**src/rmq_pkg.sv**
```systemverilog
// Shared types and codes for the rotation matrix to quaternion pipeline.
// No dependencies.
`timescale 1ns / 1ps
`default_nettype none
package rmq_pkg;

  localparam int LANES = 3;

  localparam logic [1:0] BR_TRACE = 2'd0;
  localparam logic [1:0] BR_X     = 2'd1;
  localparam logic [1:0] BR_Y     = 2'd2;
  localparam logic [1:0] BR_Z     = 2'd3;

  // Control group that travels alongside every word in the pipeline.
  typedef struct packed {
    logic             valid;
    logic             degen;
    logic [1:0]       br;
    logic [LANES-1:0] neg;
  } ctl_t;

endpackage
`default_nettype wire

```
**src/rmq_front.sv**
```systemverilog
// Input stage: branch choice, radicand and numerators of one matrix.
// Depends on rmq_pkg.
`timescale 1ns / 1ps
`default_nettype none
module rmq_front #(
  parameter int W  = 16,
  parameter int F  = 14,
  parameter int RW = 19,
  parameter int SB = 32,
  parameter int DB = 31
) (
  input  wire logic                clk,
  input  wire logic                rst_n,
  input  wire logic                en,
  input  wire logic                in_valid,
  input  wire logic [9*W-1:0]      mat,
  output rmq_pkg::ctl_t            ctl_o,
  output logic [SB-1:0]            rad_o,
  output logic [3*DB-1:0]          x_o
);

  logic signed [W-1:0]  a [0:8];
  logic signed [W+1:0]  trace;
  logic signed [RW-1:0] one_c;
  logic signed [RW-1:0] rad;
  logic [1:0]           br;
  logic signed [W:0]    num [0:2];
  logic [W:0]           mag [0:2];
  logic [2:0]           neg;
  logic                 degen;

  rmq_pkg::ctl_t        ctl_r, ctl_nxt;
  logic [SB-1:0]        rad_r, rad_nxt;
  logic [3*DB-1:0]      x_r, x_nxt;

  genvar g;
  generate
    for (g = 0; g < 9; g++) begin : g_el
      assign a[g] = mat[g*W +: W];
    end
  endgenerate

  assign one_c = RW'(1) << F;
  assign trace = (W+2)'(a[0]) + (W+2)'(a[4]) + (W+2)'(a[8]);

  always_comb begin
    priority if (trace > 0) begin
      br  = rmq_pkg::BR_TRACE;
      rad = one_c + RW'(trace);
    end else if (a[0] > a[4] && a[0] > a[8]) begin
      br  = rmq_pkg::BR_X;
      rad = one_c + RW'(a[0]) - RW'(a[4]) - RW'(a[8]);
    end else if (a[4] > a[8]) begin
      br  = rmq_pkg::BR_Y;
      rad = one_c + RW'(a[4]) - RW'(a[0]) - RW'(a[8]);
    end else begin
      br  = rmq_pkg::BR_Z;
      rad = one_c + RW'(a[8]) - RW'(a[0]) - RW'(a[4]);
    end
  end

  // Element order: 0 r00, 1 r01, 2 r02, 3 r10, 4 r11, 5 r12, 6 r20, 7 r21, 8 r22.
  // The three lanes carry the non-branch components in x, y, z, w order.
  always_comb begin
    unique case (br)
      rmq_pkg::BR_TRACE: begin
        num[0] = (W+1)'(a[7]) - (W+1)'(a[5]);
        num[1] = (W+1)'(a[2]) - (W+1)'(a[6]);
        num[2] = (W+1)'(a[3]) - (W+1)'(a[1]);
      end
      rmq_pkg::BR_X: begin
        num[0] = (W+1)'(a[1]) + (W+1)'(a[3]);
        num[1] = (W+1)'(a[2]) + (W+1)'(a[6]);
        num[2] = (W+1)'(a[7]) - (W+1)'(a[5]);
      end
      rmq_pkg::BR_Y: begin
        num[0] = (W+1)'(a[1]) + (W+1)'(a[3]);
        num[1] = (W+1)'(a[5]) + (W+1)'(a[7]);
        num[2] = (W+1)'(a[2]) - (W+1)'(a[6]);
      end
      default: begin
        num[0] = (W+1)'(a[2]) + (W+1)'(a[6]);
        num[1] = (W+1)'(a[5]) + (W+1)'(a[7]);
        num[2] = (W+1)'(a[3]) - (W+1)'(a[1]);
      end
    endcase
  end

  generate
    for (g = 0; g < 3; g++) begin : g_num
      assign neg[g] = num[g][W];
      assign mag[g] = num[g][W] ? (W+1)'(-num[g]) : (W+1)'(num[g]);
      assign x_nxt[g*DB +: DB] = DB'(mag[g]) << F;
    end
  endgenerate

  assign degen   = (rad <= 0);
  assign rad_nxt = degen ? '0 : (SB'(rad[RW-2:0]) << F);

  always_comb begin
    ctl_nxt.valid = in_valid;
    ctl_nxt.degen = degen;
    ctl_nxt.br    = br;
    ctl_nxt.neg   = neg;
  end

  always_ff @(posedge clk) begin
    if (!rst_n) begin
      ctl_r <= '0;
    end else if (en) begin
      ctl_r <= ctl_nxt;
    end
  end

  always_ff @(posedge clk) begin
    if (en) begin
      rad_r <= rad_nxt;
      x_r   <= x_nxt;
    end
  end

  assign ctl_o = ctl_r;
  assign rad_o = rad_r;
  assign x_o   = x_r;

endmodule
`default_nettype wire

```
**config.mk**
```make
export PLATFORM = sky130hd
export DESIGN_NAME = rmq_front
export DESIGN_NICKNAME = d
export VERILOG_FILES = /design/src/rmq_pkg.sv /design/src/rmq_front.sv
export SDC_FILE = /design/constraint.sdc
export NUM_CORES = 1
export LEC_CHECK = 0
export BUFFER_PORTS_ARGS = -buffer_cell sky130_fd_sc_hd__buf_2
export CORE_MARGIN = 2
export CORE_UTILIZATION = 63
export DETAILED_ROUTE_END_ITERATION = 8
export PLACE_DENSITY = 0.88
export SYNTH_ARGS = -nofsm -noshare
export SYNTH_HDL_FRONTEND = slang
export SYNTH_SLANG_ARGS = --single-unit
export TNS_END_PERCENT = 20
```
**constraint.sdc**
```tcl
create_clock -name clk -period 17.9 [get_ports clk]
set_input_delay 0.895 -clock clk [delete_from_list [all_inputs] [get_ports clk]]
set_output_delay 0.895 -clock clk [all_outputs]
set_load 0.03 [all_outputs]
```
==> results.md <==
- Status: finished with violations
- Failing checks: DRC
- Tot GR Track Use: 0.368
- Final worst setup slack: 9.98 ns
- Max FO, Critical Path: 12
- PwrDens: 102 nW/um^2
- Ys flop type: edfxtp_1
- Inserted Diodes: 0
- Count of different cell masters after synthesis: 89
- Pin count of the biggest net entering global routing: 55
- Total grt overflow: 0
- Core area: 26100 sq um
- Post-CTS Setup Bufs: 0
- Actual slew at the worst max-slew pin: 1.34 ns
- Via/cell ratio: 6.15
- Iteration-0 DRC count of the detailed router: 1896
- Slew Limit Headroom: 0.101
- Pwr Total: 0.00187 W
- Vias: 15600
- Lkg Pwr: 8.74 nW
- Chip height: 167 um
- Hold_ws: 0.493 ns
- NumNets Final: 2717
- Most common cell in the synthesized netlist: ha_1
- Yosys top cell area share: 0.226
- CTS tree: done
- Final GP Congestion: 1.05
- DRT Wirelength: 52.6 mm
- Min Tclk post-route: 7.92 ns
- Clock Latency Late Sink: 0.34 ns
- Clock-pin slew of the registers on the worst-case setup and hold paths: 0.06 ns
- Register bit total from synthesis: 76
- Async SR Flop Fraction: 0
- Data arrival, critical path: 8.12 ns
- WL per Instance: 20.8 um
- Max VDD drop: 0.0731 mV
- Antenna viol nets, final: 0
- Setup TNS Final: 0 ns
- Crit end category: register
- Fin. Hold Viols: 0
- Fin cells: 2532
- Clock Path Buffers: 2
- DP Wirelength: 44.3 mm
- Final setup violation count: 0
- RSZ-0062 raised after global routing: false
- First-pass iteration count of the detailed router: 9
- Drt drc: 20
- Pins Over Slew Limit: 0
- # port buffers: 223
- Crit path kind: in -> reg
- Die Span X: 167 um
- Initial antenna violation count: 1
- Boundary Pins: 280
- Synth cell count leaders: ha_1, inv_1, a21oi_1
- First-pass GRT wire length: 81.3 mm
- Final Skew: 0 ns
- # fillers: 2160
- Layout area overhead: 9.14%
- Req. time, crit path: 18.09 ns
- Syn Area/Cell: 8.38 sq um
- Seq/Total Area, Yosys: 0.132
- Die ar.: 28000 sq um
- Layout cells sized above 1: 0.133
- Hold buffer count at cts: 0
- CTS buffer count: 9
- Yosys warning count: 0
- Vias in the first global route: 14700
- Cells after synthesis: 2004
- Worst setup SP type: primary input
- Root buffer cell: clkbuf_16
- Ratio of final minimum period to clock period: 0.443
- Row count: 59
- HP Class: reg -> reg
- H-tree lvl count: 3
- Post-synth EDFFs: 69
- Area of the multi-input gates: 13400 sq um
- Placed cell count: 2516
- Post-Syn Area: 16800 sq um
- Register area: 2210 sq um
- Max cap viols: 0
- Pre-CTS WS: 9.77 ns
- Clk sinks: 76
- Synth area leaders: ha_1, edfxtp_1, fa_1, xnor2_1, a21oi_1
- Fmax: 0.126 GHz
- Yosys top cell by area: ha_1
- Post-CTS Resized: 0
- Initial Util: 0.643
cell type report:
cell class	count	area share
Sequential cell	76	0.121
Timing Repair Buffer	236	0.0662
Inverter	197	0.0403
Multi-Input combinational cell	1672	0.731
Clock buffer	10	0.0125
Tap cell	335	0.0229
Clock inverter	6	0.00614
path summary, 6_finish.rpt:
check                              start        to  slack [ns]  cells after the start
worst min register to register  ctl_o[3]  ctl_o[3]        0.49                      2
worst max-delay path              mat[1]   x_o[92]        9.98                     26
worst max register to register  ctl_o[0]  ctl_o[0]       17.09                      2
worst min-delay path            ctl_o[3]  ctl_o[3]        0.49                      2
placed cells by master (no fill, tap or decap), types with 37 or more instances in the layout:
cell      netlist  layout
mux2i_1        49      49
conb_1          1      56
fa_1           74      74
nand2_1       101     100
a21oi_1       159     159
xnor2_1       115     115
nor2_1        156     155
a31oi_1        37      37
edfxtp_1       69      69
o21ai_0        84      84
nor2b_1        42      42
nor3_1         39      39
ha_1          303     303
buf_2           7     223
xor2_1         52      52
inv_1         197     197
registers in the layout, summed over array words and instances (netlist names):
name and cells:
x_o 51, ctl_o 7, rad_o 18
per-stage QoR:
step,util,area (sq um)
finish,0.701,18300
global route,0.701,18300
CTS,0.701,18300
detailed placement,0.688,18000
global placement,0.688,18000
floorplan,-,17000
layer usage:
layer	global-route usage	share of wire
met5	0	0.00029
met2	0.572	0.43
met1	0.535	0.44
met4	0.0775	0.018
met3	0.0700	0.11
power breakdown:
part	internal [W]	switching (W)	leakage, nW
clock network	0.000136	0.0000713	0.167
logic	0.000457	0.000887	7.85
registers	0.000294	0.0000222	0.731
critical path, stage by stage:
cell       delay [ns]
buf_2            0.16
inv_1            0.08
fa_1             0.53
inv_1            0.04
ha_1             0.23
fa_1             0.41
a21o_1           0.22
a221oi_2         0.39
nor3_1           0.11
or3_1            0.36
a21oi_1          0.19
xnor2_1          0.13
inv_1            0.08
ha_1             0.14
nand2_1          0.07
or3_1            0.34
a2111oi_2        0.28
nand4b_1         0.17
or4_1            0.66
a21oi_1          0.93
nand3_1          0.13
o21ai_0          0.16
ha_1             0.30
or4b_4           0.49
or4_4            0.52
nor3_2           0.10
cell families (layout without fill, tap and decap cells):
group | after synthesis | in the layout | synth area share
buf+inv | 311 | 449 | 0.0834
other cells | 1 | 56 | 0.000223
flops | 76 | 76 | 0.132
mux | 59 | 59 | 0.0363
simple gates | 506 | 506 | 0.152
compound gates | 507 | 507 | 0.195
fa+ha+maj | 377 | 377 | 0.314
xor+xnor | 167 | 167 | 0.0871
(Power assumes the default switching activity.)
