--- config.mk ---
export PLATFORM = sky130hd
export DESIGN_NAME = rmq_div_cell
export DESIGN_NICKNAME = d
export VERILOG_FILES = /design/src/rmq_pkg.sv /design/src/rmq_div_cell.sv
export SDC_FILE = /design/constraint.sdc
export NUM_CORES = 1
export LEC_CHECK = 0
export ABC_AREA = 1
export BUFFER_PORTS_ARGS = -buffer_cell sky130_fd_sc_hd__clkbuf_2
export CAP_MARGIN = 25
export CORE_MARGIN = 8
export CORE_UTILIZATION = 46
export CTS_CLUSTER_SIZE = 24
export DETAILED_ROUTE_END_ITERATION = 7
export GPL_ROUTABILITY_DRIVEN = 0
export MAX_ROUTING_LAYER = met4
export PLACE_DENSITY = 0.83
export SLEW_MARGIN = 15
export SYNTH_ARGS = -nofsm -noshare
export SYNTH_HDL_FRONTEND = slang
export SYNTH_SLANG_ARGS = --single-unit
export TNS_END_PERCENT = 30
--- constraint.sdc ---
create_clock -name clk -period 2 [get_ports clk]
set_clock_uncertainty 0.2 [all_clocks]
set_input_delay 0.2 -clock clk [delete_from_list [all_inputs] [get_ports clk]]
set_output_delay 0.2 -clock clk [all_outputs]
set_load 0.005 [all_outputs]
--- src/rmq_pkg.sv ---
// Shared types and codes for the rotation matrix to quaternion pipeline.
// No dependencies.
`timescale 1ns / 1ps
`default_nettype none
package rmq_pkg;

  localparam int LANES = 3;

  localparam logic [1:0] BR_TRACE = 2'd0;
  localparam logic [1:0] BR_X     = 2'd1;
  localparam logic [1:0] BR_Y     = 2'd2;
  localparam logic [1:0] BR_Z     = 2'd3;

  // Control group that travels alongside every word in the pipeline.
  typedef struct packed {
    logic             valid;
    logic             degen;
    logic [1:0]       br;
    logic [LANES-1:0] neg;
  } ctl_t;

endpackage
`default_nettype wire

--- src/rmq_div_cell.sv ---
// One cell of the divider chain: one quotient bit for each of three lanes.
// Depends on rmq_pkg.
`timescale 1ns / 1ps
`default_nettype none
module rmq_div_cell #(
  parameter int DW = 17,
  parameter int DB = 31
) (
  input  wire logic             clk,
  input  wire logic             rst_n,
  input  wire logic             en,
  input  wire rmq_pkg::ctl_t    ctl_i,
  input  wire logic [DW-1:0]    d_i,
  input  wire logic [3*DW-1:0]  rem_i,
  input  wire logic [3*DB-1:0]  x_i,
  output rmq_pkg::ctl_t         ctl_o,
  output logic [DW-1:0]         d_o,
  output logic [3*DW-1:0]       rem_o,
  output logic [3*DB-1:0]       x_o
);

  rmq_pkg::ctl_t    ctl_r;
  logic [DW-1:0]    d_r;
  logic [3*DW-1:0]  rem_r, rem_nxt;
  logic [3*DB-1:0]  x_r, x_nxt;

  // The dividend shifts out at the top while quotient bits shift in below.
  genvar g;
  generate
    for (g = 0; g < 3; g++) begin : g_lane
      logic [DW:0] rem_w;
      logic [DW:0] diff;
      logic        ge;
      assign rem_w = {rem_i[g*DW +: DW], x_i[g*DB + DB - 1]};
      assign diff  = rem_w - {1'b0, d_i};
      assign ge    = (rem_w >= {1'b0, d_i});
      assign rem_nxt[g*DW +: DW] = ge ? diff[DW-1:0] : rem_w[DW-1:0];
      assign x_nxt[g*DB +: DB]   = {x_i[g*DB +: DB-1], ge};
    end
  endgenerate

  always_ff @(posedge clk) begin
    if (!rst_n) begin
      ctl_r <= '0;
    end else if (en) begin
      ctl_r <= ctl_i;
    end
  end

  always_ff @(posedge clk) begin
    if (en) begin
      d_r   <= d_i;
      rem_r <= rem_nxt;
      x_r   <= x_nxt;
    end
  end

  assign ctl_o = ctl_r;
  assign d_o   = d_r;
  assign rem_o = rem_r;
  assign x_o   = x_r;

endmodule
`default_nettype wire

==> flow_summary.json, run 1 <==
{
  "routed_wl_um": 37800,
  "vias_per_cell": 5.04,
  "grt_max_degree": 41,
  "dieArea_sq_um": 25100,
  "root_buffer": "clkbuf_16",
  "drc": 0,
  "outcome": "completed",
  "synth_ff_type": "edfxtp_1",
  "maxCapViolCount": 0,
  "clkTransAtPathRegs_ns": 0.07,
  "fp.coreArea_sq_um": 20100,
  "crit_slowest_cell": "ha_1",
  "core.rowCount": 52,
  "wl_per_cell_um": 19.2,
  "post-dp-hpwl_um": 26800,
  "fin_tns_setup_ns": 0,
  "path_class": "in -> reg",
  "path_cells": "clkbuf_2, inv_1, ha_1, nand2_1, nand2_1, nand3b_1, nand2_2, nand2_2, nand2_2, nand2_4, buf_4, nand3_1, nand2_1",
  "drive_gt1_share_pct": 31.8,
  "regArea_sq_um": 4970,
  "postLayoutCellArea_sq_um": 14700,
  "ys_types": 32,
  "synth_edf_count": 161,
  "end_kind": "flop",
  "synthCells": 1048,
  "max_slew_margin_pct": 73.0,
  "die_x_um": 159,
  "grt_pass1_wl_um": 55400,
  "yosys_warnings": 0,
  "final_antenna_net_count": 0,
  "die_h_um": 159,
  "start_util_pct": 46.5,
  "syn_nets": 1273,
  "drtPass1Iterations": 5,
  "layout_worst_path_cycle_share_pct": 97.1,
  "clockBufferDepth": 2,
  "rsz0062_at_grt": "yes",
  "vias": 9930,
  "setup_viol": 0,
  "numCtsBuffers": 17,
  "antenna_found_initial": 3,
  "power_leakage_nw": 7.66,
  "cp-start-kind": "input port",
  "synth_area_sq_um": 9350,
  "synth_seq_cells": 168,
  "p_total_mw": 10.6,
  "worstMarginPinSlew_ns": 0.405,
  "io-pin-count": 339,
  "peakVddDrop_mv": 0.525,
  "n_fill_cell": 1355,
  "insertion_delay_ns": 0.43,
  "power.density_nw_per_um2": 723,
  "cp_slowest_stage_delay_ns": 0.48,
  "h-tree-depth": 4,
  "dpl_cell_area_sq_um": 12300,
  "numPortBuffers": 338,
  "first_global_vias": 9952,
  "clkSinkCount": 168,
  "required_ns": 1.97,
  "synthArstFlopShare_pct": 0,
  "cts_tree": "built",
  "fmax_ghz": 0.515,
  "place_ws_ns": -0.385,
  "syn_avg_cell_area_sq_um": 8.92,
  "whs_ns": 0.0120,
  "track_usage_pct": 30.4,
  "cp_max_fo": 17,
  "worstPathArrival_ns": 1.91,
  "min_period_ns": 1.94,
  "drtIter0Drc": 1073,
  "min_path_type": "in -> reg",
  "area_growth_pct": 57.4,
  "hold_violations": 0,
  "synth_seq_area_share_pct": 53.2,
  "multi_input_comb_area_sq_um": 3640,
  "final_net_count": 1909,
  "overflow": 0,
  "setup_slack_ns": 0.0575,
  "finalMaxSlewViolations": 0
}
[cells by family after synthesis]
kind of cell / count (synthesis) / synth area share (%)
and+or+nand+nor: 583 / 27.2
buffers and inverters: 184 / 8.01
DFF: 168 / 53.2
adders and majority gates: 54 / 7.47
AOI/OAI and AO/OA: 38 / 2.16
xor gates and xnor gates: 21 / 1.97
[stage by stage]
| stage | util, % | instances |
|---|---|---|
| 2_1_floorplan | - | 1048 |
| 3_3_place_gp | 61.3 | 1764 |
| 3_5_place_dp | 61.3 | 1764 |
| 4_1_cts | 72.9 | 1966 |
| 5_1_grt | 73.1 | 1970 |
| 6_report | 73.2 | 1971 |
[power by group]
part           leakage (nW)  internal [mW]  switching, mW
Sequential             1.63           4.28          0.132
Combinational          5.73           1.27           1.50
Clock                 0.305           1.74           1.72
Total                  7.66           7.29           3.35
[sequential cells by signal, indices dropped and copies added, names as in the netlist]
register / flops
d_o: 17
rem_o: 51
ctl_o: 7
x_o: 93
[final cells by class]
type                       count  share of cell area (%)
multi-input combinational    696                    24.8
antenna                        4                  0.0681
clock inverter                15                    1.45
timing repair buffer         629                    30.3
clock buffer                  17                    2.89
tap                          270                    2.30
inverter                     172                    4.39
sequential                   168                    33.8
[final timing paths]
| check | start | endpoint | slack (ns) | cells after the start |
|---|---|---|---|---|
| min | x_i[61] | rem_o[17] | 0.01 | 4 |
| min reg2reg | ctl_o[5] | ctl_o[5] | 0.93 | 3 |
| max | d_i[2] | rem_o[10] | 0.06 | 13 |
| max reg2reg | ctl_o[1] | ctl_o[1] | 0.45 | 3 |
[routing by layer]
layer	GRT usage (%)	share of wire (%)
met3	6.22	8.2
met1	33.5	38
met2	50.9	48
met4	17.3	5.7
met5	-	0
[layout by cell type (no fill, tap or decap), types with 2 or more instances in the layout]
cell type	n
or2_1	2
nand4_1	9
nand3_1	91
nor2_1	45
and2_1	4
nor4_4	2
xor2_1	19
inv_12	4
ha_1	50
nor3_1	5
o21ai_0	6
nand2_4	5
buf_12	10
nand3b_1	3
inv_6	3
inv_1	168
nor2_4	3
edfxtp_1	161
o21ai_1	2
xnor2_1	2
clkbuf_16	17
fa_2	2
dlygate4sd3_1	171
inv_2	4
nand2_2	21
diode_2	4
a21oi_2	2
clkbuf_2	336
and3_1	2
dfxtp_1	7
nor2_2	6
a21oi_1	27
clkinv_8	7
buf_4	110
nand2_1	383
[repair_timing]
item,4_1_cts,5_1_grt
setup endpoints to repair,0,13
setup buffers,0,0
endpoints found under the hold margin,180,1
hold buffers,170,1
resized for setup,0,8
[worst max-delay path, delay by kind of cell]
| family | cells | cell delay, ns |
|---|---|---|
| and+or+nand+nor | 9 | 0.78 |
| buffers and inverters | 3 | 0.45 |
| adders and majority gates | 1 | 0.48 |
[cells in the mapped netlist (3+ instances only)]
cell	count	area (sq um)
a21oi_1	27	135
and2_1	4	25.0
buf_2	3	15.0
buf_4	6	45.0
dfxtp_1	7	140
edfxtp_1	161	4830
fa_1	3	60.1
ha_1	51	638
inv_1	170	638
nand2_1	383	1440
nand2_2	21	131
nand2_4	5	56.3
nand3_1	92	460
nand3b_1	3	22.5
nand4_1	9	56.3
nor2_1	45	169
nor2_2	6	37.5
nor2_4	3	33.8
nor3_1	5	25.0
o21ai_0	7	35.0
xor2_1	19	166
(Power assumes the default switching activity.)
==> run 2, diff against run 1 <==
--- a/config.mk
+++ b/config.mk
@@ -15,6 +15,7 @@
 export GPL_ROUTABILITY_DRIVEN = 0
 export MAX_ROUTING_LAYER = met4
 export PLACE_DENSITY = 0.83
+export SETUP_SLACK_MARGIN = 0.15
 export SLEW_MARGIN = 15
 export SYNTH_ARGS = -nofsm -noshare
 export SYNTH_HDL_FRONTEND = slang
==> run 2 against run 1 <==
Clock power decreased by 2%. Die area unchanged. Clock-buffer cell count unchanged. Sequential power about the same. Maximum frequency decreased by 2.8%. Largest power group unchanged. Register-to-register slack improved by 0.06 ns. Flip-flop and latch count unchanged. Via count increased by 2.0%. Utilization increased by 2.2 points.
==> flow_summary.json, run 2 (synthesis gave the netlist of run 1 again) <==
{
  "cp-start-kind": "input port",
  "finalMaxSlewViolations": 0,
  "post-dp-hpwl_um": 25900,
  "first_global_vias": 9964,
  "fmax_ghz": 0.500,
  "final_antenna_net_count": 0,
  "setup_slack_ns": 0.000589,
  "track_usage_pct": 30.8,
  "min_period_ns": 2.00,
  "p_switching_mw": 3.40,
  "required_ns": 1.99,
  "h-tree-depth": 4,
  "overflow": 0,
  "postLayoutCellArea_sq_um": 15100,
  "busiest_layer": "met2",
  "drtPass1Iterations": 6,
  "startpoint": "d_i[1]",
  "final_common_cell": "nand2_1",
  "rsz0062_at_grt": "yes",
  "fp.coreArea_sq_um": 20100,
  "largest_reg_flops": 93,
  "wl_per_cell_um": 19.9,
  "cp_max_fo": 18,
  "seqPwrFrac_pct": 41.2,
  "combinationalPowerShare_pct": 27.2,
  "final_cell_mix": "369 x nand2_1, 335 x clkbuf_2, 175 x dlygate4sd3_1, 161 x edfxtp_1, 159 x inv_1",
  "io-pin-count": 339,
  "setup_viol": 0,
  "outcome": "completed",
  "core.rowCount": 52,
  "use_met3_pct": 7.76,
  "r2r-start": "ctl_o[4]",
  "max_slew_margin_pct": 50.2,
  "vias": 10100,
  "dieArea_sq_um": 25100,
  "maxCapViolCount": 0,
  "routed_wl_um": 39700,
  "peakVddDrop_mv": 0.658,
  "place_ws_ns": -0.390,
  "hold_violations": 0,
  "min_from": "rem_i[46]",
  "grt_max_degree": 39,
  "die_x_um": 159,
  "layout_worst_path_cycle_share_pct": 100,
  "antenna_found_initial": 5,
  "end_kind": "flop",
  "clkSinkCount": 168,
  "worstMarginPinSlew_ns": 0.744,
  "root_buffer": "clkbuf_16",
  "numPortBuffers": 338,
  "drtIter0Drc": 988,
  "fin_tns_setup_ns": 0,
  "grt_util_met1_pct": 32.6,
  "start_util_pct": 46.5,
  "worstPathArrival_ns": 1.99,
  "die_h_um": 159,
  "clockBufferDepth": 2,
  "min_path_type": "in -> reg",
  "area_growth_pct": 62.1,
  "n_fill_cell": 1277,
  "drc": 0,
  "power_frac_clock_pct": 31.7,
  "internal-power_mw": 7.32,
  "drive_gt1_share_pct": 35.3,
  "r2r_slack_ns": 0.51,
  "insertion_delay_ns": 0.42,
  "power.density_nw_per_um2": 708,
  "numCtsBuffers": 17,
  "final_net_count": 1927,
  "path_class": "in -> reg",
  "cts_tree": "built",
  "p_sw_share_pct": 31.7,
  "grt_pass1_wl_um": 55700,
  "clkTransAtPathRegs_ns": 0.08,
  "dpl_cell_area_sq_um": 12400,
  "power_leakage_nw": 7.76,
  "vias_per_cell": 5.09,
  "met2_usage_pct": 51.9
}
==> run 2: changes by cell type in the layout (fill, tap and decap cells not counted), sizes merged <==
cell / before / now
inv: 179 / 177
buf: 121 / 136
clkbuf: 354 / 352
diode: 4 / 5
dlygate4sd3: 171 / 175
nand2: 409 / 410
clkinv: 8 / 7
clkinvlp: 0 / 3
==> run 2: worst paths after layout <==
path | endpoint | cells after the start
hold reg to reg | ctl_o[2] | 3
hold / removal | rem_o[47] | 4
setup reg to reg | ctl_o[4] | 3
setup / recovery | rem_o[22] | 14
==> run 2: critical path: stages <==
cell	delay (ns)
clkbuf_2	0.13
clkinvlp_4	0.11
buf_12	0.16
fa_2	0.39
nand2_1	0.06
nand2_1	0.09
nand3b_1	0.14
nand2_2	0.08
nand2_2	0.09
nand2_2	0.08
nand2_4	0.14
nand2_8	0.13
nand2_1	0.10
nand2_1	0.08
==> run 2: through the flow <==
stage	hold WS [ns]	instances	utilization, %	total power, mW
after floorplan	0.0989	1048	-	5.57
after detailed placement	0.179	1772	61.7	6.86
after global routing	0.0421	1990	75.3	11.1
after CTS	0.000555	1979	73.4	10.5
final	0.00810	1990	75.3	10.7
after global placement	0.177	1772	61.7	6.78
==> run 2: power by group through the flow <==
stage	clock network, mW	logic, mW	registers (mW)
2_1_floorplan	0	1.07	4.50
3_3_place_gp	0	2.32	4.46
3_5_place_dp	0	2.39	4.47
4_1_cts	3.38	2.69	4.39
5_1_grt	3.53	3.16	4.44
6_report	3.39	2.91	4.42
==> run 2: layout make-up <==
class / instances / area (sq um) / area share, %
Antenna cell: 5 / 12.5 / 0.0826
Clock buffer: 17 / 425 / 2.81
Clock inverter: 15 / 173 / 1.14
Inverter: 172 / 657 / 4.34
Multi-Input combinational cell: 697 / 3930 / 25.9
Sequential cell: 168 / 4970 / 32.8
Tap cell: 270 / 338 / 2.23
Timing Repair Buffer: 646 / 4640 / 30.6
==> run 2: routing by layer <==
layer | wire, um | share of wire (%)
met5 | 0 | 0
met2 | 19600 | 49
met4 | 2590 | 6.5
met3 | 3490 | 8.8
met1 | 14000 | 35
==> run 2: repair_timing <==
action,CTS,global route
cloned,0,1
gates resized for setup,2,70
setup endpoints to repair,4,51
pin swaps,0,20
hold buffers,175,0
setup buffers,0,5
hold endpoints to repair,166,0
