--- config.mk ---
export PLATFORM = sky130hd
export DESIGN_NAME = rmq_sqrt_cell
export DESIGN_NICKNAME = d
export VERILOG_FILES = /design/src/rmq_pkg.sv /design/src/rmq_sqrt_cell.sv
export SDC_FILE = /design/constraint.sdc
export NUM_CORES = 1
export LEC_CHECK = 0
export BUFFER_PORTS_ARGS = -buffer_cell sky130_fd_sc_hd__buf_2
export CORE_MARGIN = 8
export CORE_UTILIZATION = 45
export CTS_CLUSTER_DIAMETER = 120
export CTS_CLUSTER_SIZE = 16
export DETAILED_ROUTE_END_ITERATION = 7
export PLACE_DENSITY = 0.91
export SLEW_MARGIN = 20
export SYNTH_ARGS = -nofsm -noshare
export SYNTH_HDL_FRONTEND = slang
export SYNTH_SLANG_ARGS = --single-unit
--- constraint.sdc ---
create_clock -name clk -period 2.75 [get_ports clk]
set_input_delay 0.1375 -clock clk [delete_from_list [all_inputs] [get_ports clk]]
set_output_delay 0.1375 -clock clk [all_outputs]
set_load 0.02 [all_outputs]
--- src/rmq_pkg.sv ---
// Shared types and codes for the rotation matrix to quaternion pipeline.
// No dependencies.
`timescale 1ns / 1ps
`default_nettype none
package rmq_pkg;

  localparam int LANES = 3;

  localparam logic [1:0] BR_TRACE = 2'd0;
  localparam logic [1:0] BR_X     = 2'd1;
  localparam logic [1:0] BR_Y     = 2'd2;
  localparam logic [1:0] BR_Z     = 2'd3;

  // Control group that travels alongside every word in the pipeline.
  typedef struct packed {
    logic             valid;
    logic             degen;
    logic [1:0]       br;
    logic [LANES-1:0] neg;
  } ctl_t;

endpackage
`default_nettype wire

--- src/rmq_sqrt_cell.sv ---
// One cell of the square root chain: settles one root bit per cell.
// Depends on rmq_pkg.
`timescale 1ns / 1ps
`default_nettype none
module rmq_sqrt_cell #(
  parameter int NR = 16,
  parameter int SB = 32,
  parameter int PW = 93
) (
  input  wire logic           clk,
  input  wire logic           rst_n,
  input  wire logic           en,
  input  wire rmq_pkg::ctl_t  ctl_i,
  input  wire logic [SB-1:0]  rad_i,
  input  wire logic [NR+1:0]  rem_i,
  input  wire logic [NR-1:0]  root_i,
  input  wire logic [PW-1:0]  pay_i,
  output rmq_pkg::ctl_t       ctl_o,
  output logic [SB-1:0]       rad_o,
  output logic [NR+1:0]       rem_o,
  output logic [NR-1:0]       root_o,
  output logic [PW-1:0]       pay_o
);

  logic [NR+3:0] rem_w;
  logic [NR+3:0] trial;
  logic [NR+3:0] diff;
  logic          ge;

  rmq_pkg::ctl_t  ctl_r;
  logic [SB-1:0]  rad_r, rad_nxt;
  logic [NR+1:0]  rem_r, rem_nxt;
  logic [NR-1:0]  root_r, root_nxt;
  logic [PW-1:0]  pay_r;

  // Bring down the next two radicand bits and try root*4+1.
  assign rem_w   = {rem_i, rad_i[SB-1:SB-2]};
  assign trial   = {2'b00, root_i, 2'b01};
  assign diff    = rem_w - trial;
  assign ge      = (rem_w >= trial);
  assign rem_nxt = ge ? diff[NR+1:0] : rem_w[NR+1:0];
  assign root_nxt = {root_i[NR-2:0], ge};
  assign rad_nxt = rad_i << 2;

  always_ff @(posedge clk) begin
    if (!rst_n) begin
      ctl_r <= '0;
    end else if (en) begin
      ctl_r <= ctl_i;
    end
  end

  always_ff @(posedge clk) begin
    if (en) begin
      rad_r  <= rad_nxt;
      rem_r  <= rem_nxt;
      root_r <= root_nxt;
      pay_r  <= pay_i;
    end
  end

  assign ctl_o  = ctl_r;
  assign rad_o  = rad_r;
  assign rem_o  = rem_r;
  assign root_o = root_r;
  assign pay_o  = pay_r;

endmodule
`default_nettype wire

==> qor.csv, run 1 <==
metric;value;unit
pin_count;335;
grt_pass1_wl;33.12;mm
drive_gt1_share;47.15;%
final_cell_mix;331 x buf_2, 157 x edfxtp_1, 144 x dlygate4sd3_1;
numPortBuffers;332;
worst_skew_pair.late_latency;410;ps
fin_setup_tns;0;ps
ys_ff_latch;164;
fmax;393.1;MHz
dr.pass1.iters;5;
skew;0;ps
power_density;652.1;nW/um^2
path_cells;dlygate4sd3_1, buf_2, inv_1, ha_1, a211oi_2, nor2_1, o41a_1, a31oi_2, o21ai_0, xor2_1, mux2_4;
r2r-start;ctl_o[2]$_SDFFE_PN0P_;
status;finished, final reports clean;
place.gp.congestion;0.8158;
core;13300;sq um
clock-root-buffer;clkbuf_16;
ys_types;46;
ys_warn_count;0;
rsz0062_at_grt;false;
seq_area_frac_synth;78.70;%
hpwl;14.46;mm
cts_tree;yes;
critPathTopFamily;compound AO/OA/AOI/OAI gates;
setup_viol;0;
cp_max_fo;7;
reg2reg_depth;3;
antenna_found_initial;5;
max-vdd-ir-drop;0.0004479;V
slew_headroom;60.30;%
fillCellCount;754;
cp_slowest_stage_delay;530;ps
die_w;133.1;um
track_usage;24.84;%
cts_buffers;17;
die-area;17710;sq um
initial_core_util;46.40;%
placedInstanceArea;8069;sq um
num_vias;4976;
r2r_end;ctl_o[2]$_SDFFE_PN0P_;
drv_slew;0;
drt-initial-drc-count;335;
worst_pin_slew;595.5;ps
crit_arrival;2710;ps
syn2layout_area_growth;64.38;%
ant_nets;0;
p_leak;4.444;nW
wl_per_cell;21.75;um
hp-class;input pin to flip-flop;
drt-total-wl;22.28;mm
clkTransAtPathRegs;70;ps
fp.dieH;133.1;um
clock-sinks;164;
maxCapViolCount;0;
worst-path-buf-inv;3;
hold_viol_final;0;
cp-start-kind;input pin;
cts.htree.levels;4;
final_common_cell;buf_2;
rows;42;
ys.flop_type;edfxtp_1;
crit_type;input pin to flip-flop;
avgSynthCellArea;18.69;sq um
nets;1016;
cp.required;2910;ps
grt-ovfl-total;0;
finalCritPeriodShare;92.51;%
hold-path-endpoint;ctl_o[0]$_SDFFE_PN0P_;
design_area;10140;sq um
synth_edf_count;157;
drcViolationCount;0;
syn_inst;330;
hold-path-cell-count;3;
synth_area;6168;sq um
worstSetupEndpointType;flip-flop;
ys_async_sr_fraction;0;%
clockBufferDepth;2;
post_cts_resized;0;
r2r_slack;1550;ps
cp_slowest_cell;dlygate4sd3_1;
via_per_inst;4.859;
period_needed;2544;ps
first_global_vias;5541;
min_from;ctl_i[0];
grt_max_degree;63;
cell families after synthesis:
logic type               synth area share (%)
AO/OA/AOI/OAI                           5.172
XOR/XNOR                                2.414
adder cells (fa/ha/maj)                 3.651
buffers and inverters                   1.947
flip-flops                              78.70
multiplexers                            4.645
other                                 0.06079
AND/OR/NAND/NOR                         3.408
tightest hold or removal path, stage by stage:
cell     delay, ps
buf_2          100
mux2i_1         70
nor2b_1         90
stage by stage:
step           hold WS, ps  std cells  total power (W)  setup WS [ps]  utilization, %
5_1_grt              34.00       1023         0.006836          97.86           76.25
3_5_place_dp         315.6        839         0.004133          134.2           60.69
6_report             27.35       1024         0.006612          205.9           76.27
2_1_floorplan        236.4        331         0.003665          580.3               -
4_1_cts              1.311       1015         0.006595          39.32           75.89
3_3_place_gp         313.8        839         0.004090          187.5           60.69
routing by layer:
layer	track usage, %	routed length (um)	share of wire (%)
met5	0	0	0
met4	9.401	532	2.4
met3	8.100	1617	7.3
met2	46.53	12470	56
met1	24.82	7653	34
cells in the mapped netlist (all sizes together) (3+ instances only):
library cell / n / area, sq um
edfxtp: 157 / 4715
inv: 19 / 71.32
ha: 18 / 225.2
mux2: 16 / 206.5
xnor2: 13 / 113.9
a21oi: 12 / 67.57
nand2: 10 / 37.54
nor2: 10 / 37.54
nor2b: 9 / 58.81
mux2i: 8 / 80.08
dfxtp: 7 / 140.1
o21ai: 7 / 46.29
buf: 5 / 45.04
xor2: 4 / 35.03
a211oi: 3 / 32.53
a31oi: 3 / 25.02
o21a: 3 / 22.52
timing repair:
action,CTS,global route
setup endpoints to repair,0,16
endpoints found under the hold margin,143,0
buffers inserted,0,3
hold buffers,144,0
sequential cells by signal, indices dropped and copies added, names as in the netlist:
name and flops:
rem_o 18, ctl_o 7, pay_o 93, rad_o 30
root_o 16
power breakdown:
part / leakage [nW] / total [W] / internal [W] / switching [W]
clock: 0.275 / 0.00232 / 0.00134 / 0.000980
sequential: 1.59 / 0.00306 / 0.00299 / 0.0000692
combinational: 2.57 / 0.00123 / 0.000534 / 0.000694
total: 4.44 / 0.00661 / 0.00487 / 0.00174
cell type report:
cell class                      count  area [sq um]  share of cell area [%]
Antenna cell                        6         15.01                  0.1481
Tap cell                          176         220.2                   2.172
Sequential cell                   164          4855                   47.88
Clock inverter                     15         153.9                   1.518
Timing Repair Buffer              485          3202                   31.58
Inverter                           19         71.32                  0.7034
Clock buffer                       17         425.4                   4.195
Multi-Input combinational cell    142          1197                   11.81
worst max-delay path by stage:
| stage | startpoint | endpoint | depth (start not counted) |
|---|---|---|---|
| 2_1_floorplan | root_i[0] | rem_o[10]$_DFFE_PP_ | 10 |
| 3_3_place_gp | root_i[5] | rem_o[7]$_DFFE_PP_ | 10 |
| 3_5_place_dp | root_i[4] | rem_o[4]$_DFFE_PP_ | 10 |
| 4_1_cts | root_i[4] | rem_o[7]$_DFFE_PP_ | 11 |
| 5_1_grt | root_i[6] | rem_o[15]$_DFFE_PP_ | 11 |
| 6_report | root_i[6] | rem_o[15]$_DFFE_PP_ | 11 |
Power figures use the tool's default switching activity.
==> run 2, diff against run 1 <==
--- a/config.mk
+++ b/config.mk
@@ -7,11 +7,11 @@
 export LEC_CHECK = 0
 export BUFFER_PORTS_ARGS = -buffer_cell sky130_fd_sc_hd__buf_2
 export CORE_MARGIN = 8
-export CORE_UTILIZATION = 45
+export CORE_UTILIZATION = 40
 export CTS_CLUSTER_DIAMETER = 120
 export CTS_CLUSTER_SIZE = 16
 export DETAILED_ROUTE_END_ITERATION = 7
-export PLACE_DENSITY = 0.91
+export PLACE_DENSITY = 0.86
 export SLEW_MARGIN = 20
 export SYNTH_ARGS = -nofsm -noshare
 export SYNTH_HDL_FRONTEND = slang
==> constraint.sdc (replaced) <==
create_clock -name clk -period 2.3 [get_ports clk]
set_input_delay 0.115 -clock clk [delete_from_list [all_inputs] [get_ports clk]]
set_output_delay 0.115 -clock clk [all_outputs]
set_load 0.02 [all_outputs]
==> run 2 against run 1 <==
The flow now finishes with violations (setup timing). Highest routed layer is now met5. Register-to-register slack lost 470 ps. Combinational power grew 28%. Clock power grew 16%. Die area grew 11%. Core utilization shrank 6.8 points. Critical path depth grew 1. Total power grew 20%. Sequential power grew 19%. Sequential share of layout area shrank 1.7 points. Worst hold slack lost 3.7 ps. First-iteration DRC count shrank 22%.
==> qor.csv, run 2 (synthesized netlist as in run 1, its figures left out) <==
metric;value;unit;change
num_vias;4983;;was 4976
clock-sinks;164;;unchanged
syn2layout_area_growth;70.45;%;was 64.38%
period_needed;2305;ps;
worst_pin_slew;515.9;ps;was 595.5 ps
die_w;140.2;um;was 133.1 um
placedInstanceArea;8204;sq um;was 8069 sq um
final_common_cell;buf_2;;unchanged
antenna_found_initial;1;;was 5
numPortBuffers;332;;unchanged
cp_slowest_stage_delay;520;ps;was 530 ps
max-vdd-ir-drop;0.0005607;V;was 0.0004479 V
setup_viol;1;;was 0
place.gp.congestion;0.8075;;was 0.8158
cp.required;2460;ps;was 2910 ps
worst_skew_pair.late_latency;410;ps;about the same
grt_pass1_wl;31.04;mm;was 33.12 mm
drive_gt1_share;50.06;%;was 47.15%
drt-total-wl;21.38;mm;was 22.28 mm
ant_nets;0;;unchanged
cts.htree.levels;4;;unchanged
pin_count;335;;unchanged
cts_tree;yes;;unchanged
core;15150;sq um;was 13300 sq um
cp_max_fo;5;;was 7
p_leak;4.625;nW;was 4.444 nW
dr.pass1.iters;4;;was 5
hold-path-cell-count;1;;was 3
nets;1039;;was 1016
fin_util;69.42;%;was 76.27%
failed_checks;setup timing;;
hold-path-endpoint;root_o[2]$_DFFE_PP_;;was ctl_o[0]$_SDFFE_PN0P_
initial_core_util;40.73;%;was 46.40%
design_area;10510;sq um;was 10140 sq um
r2r-start;ctl_o[1]$_SDFFE_PN0P_;;was ctl_o[2]$_SDFFE_PN0P_
maxCapViolCount;0;;unchanged
clockBufferDepth;2;;unchanged
final_cell_mix;328 x buf_2, 157 x edfxtp_1, 146 x dlygate4sd3_1;;was 331 x buf_2, 157 x edfxtp_1, 144 x dlygate4sd3_1
fp.dieH;140.2;um;was 133.1 um
first_global_vias;5337;;was 5541
track_usage;20.67;%;was 24.84%
drcViolationCount;0;;unchanged
r2r_end;ctl_o[1]$_SDFFE_PN0P_;;was ctl_o[2]$_SDFFE_PN0P_
largest_reg_flops;93;;unchanged
fillCellCount;963;;was 754
min_from;root_i[1];;was ctl_i[0]
status;complete, but fails checks;;was finished, final reports clean
rows;45;;was 42
r2r_slack;1080;ps;was 1550 ps
cts_buffers;17;;unchanged
drt-initial-drc-count;262;;was 335
crit_arrival;2460;ps;was 2710 ps
power_density;751.7;nW/um^2;was 652.1 nW/um^2
finalPower;0.007904;W;was 0.006612 W
setup_ws;-4.763;ps;was 205.9 ps
finalCritPeriodShare;100.2;%;
die-area;19650;sq um;was 17710 sq um
path_cells;dlygate4sd3_1, buf_2, inv_1, ha_4, and3_4, nand4_1, a21oi_2, nor2b_4, o21ai_4, buf_12, buf_12, mux2_2;;was dlygate4sd3_1, buf_2, inv_1, ha_1, a211oi_2, nor2_1, o41a_1, a31oi_2, o21ai_0, xor2_1, mux2_4
hp-class;input pin to flip-flop;;unchanged
via_per_inst;4.728;;was 4.859
reg2reg_depth;3;;unchanged
slew_headroom;65.61;%;was 60.30%
cp_slowest_cell;dlygate4sd3_1;;unchanged
critPathTopFamily;buffers and inverters;;was compound AO/OA/AOI/OAI gates
worstSetupEndpointType;flip-flop;;unchanged
clock-root-buffer;clkbuf_16;;unchanged
fmax;433.9;MHz;
grt_max_degree;57;;was 63
wl_per_cell;20.28;um;was 21.75 um
hpwl;14.18;mm;was 14.46 mm
cp-start-kind;input pin;;unchanged
skew;0;ps;unchanged
worst-path-buf-inv;5;;was 3
cpMostUsedCell;buf_12;;
drv_slew;0;;unchanged
fin_setup_tns;-4.763;ps;was 0 ps
clkTransAtPathRegs;70;ps;about the same
grt-ovfl-total;0;;unchanged
hold_viol_final;0;;unchanged
crit_type;input pin to flip-flop;;unchanged
==> run 2: routing by layer <==
layer  vias up  global-route usage [%]  part of all wire (%)
met5         -                       0                 0.061
met4         2                   8.971                   3.9
met3        53                   7.136                   6.6
met2       232                   38.79                    54
met1      2390                   20.06                    35
li1       2306                       -                     -
==> run 2: area by class of cell <==
cell class | count | area, sq um | area share, %
Sequential cell | 164 | 4855 | 46.17
Tap cell | 188 | 235.2 | 2.237
Clock inverter | 15 | 140.1 | 1.333
Inverter | 19 | 71.32 | 0.6783
Clock buffer | 17 | 425.4 | 4.046
Timing Repair Buffer | 508 | 3473 | 33.04
Antenna cell | 1 | 2.502 | 0.02380
Multi-Input combinational cell | 142 | 1311 | 12.47
==> run 2: where the power goes <==
| part | internal (W) | leakage (nW) | total (W) | switching (W) |
|---|---|---|---|---|
| logic | 0.000717 | 2.76 | 0.00157 | 0.000851 |
| clock network | 0.00144 | 0.273 | 0.00269 | 0.00125 |
| registers | 0.00357 | 1.59 | 0.00365 | 0.0000754 |
==> run 2: metrics by stage <==
stage	setup slack, ps	hold slack, ps	cells
after floorplan	152.8	213.9	331
after global placement	62.32	291.3	862
after detailed placement	8.245	293.1	862
after CTS	8.421	0.04091	1044
after global routing	-62.98	15.38	1053
final	-4.763	23.68	1054
==> run 2: worst max-delay path by stage <==
| stage | startpoint | to | slack (ps) | cells past startpoint |
|---|---|---|---|---|
| 3_3_place_gp | rem_i[9] | rem_o[11]$_DFFE_PP_ | 60 | 9 |
| 4_1_cts | root_i[5] | rem_o[5]$_DFFE_PP_ | 8 | 12 |
| 6_report | root_i[13] | rem_o[3]$_DFFE_PP_ | -5 | 12 |
| 2_1_floorplan | root_i[0] | rem_o[10]$_DFFE_PP_ | 150 | 10 |
| 5_1_grt | root_i[13] | rem_o[3]$_DFFE_PP_ | -60 | 12 |
| 3_5_place_dp | rem_i[9] | rem_o[12]$_DFFE_PP_ | 8 | 9 |
==> run 2: what timing repair did <==
| action | CTS | global route |
|---|---|---|
| setup endpoints to repair | 0 | 16 |
| gates resized for setup | 0 | 32 |
| hold endpoints to repair | 148 | 0 |
| setup buffers | 0 | 11 |
| hold buffers | 150 | 0 |
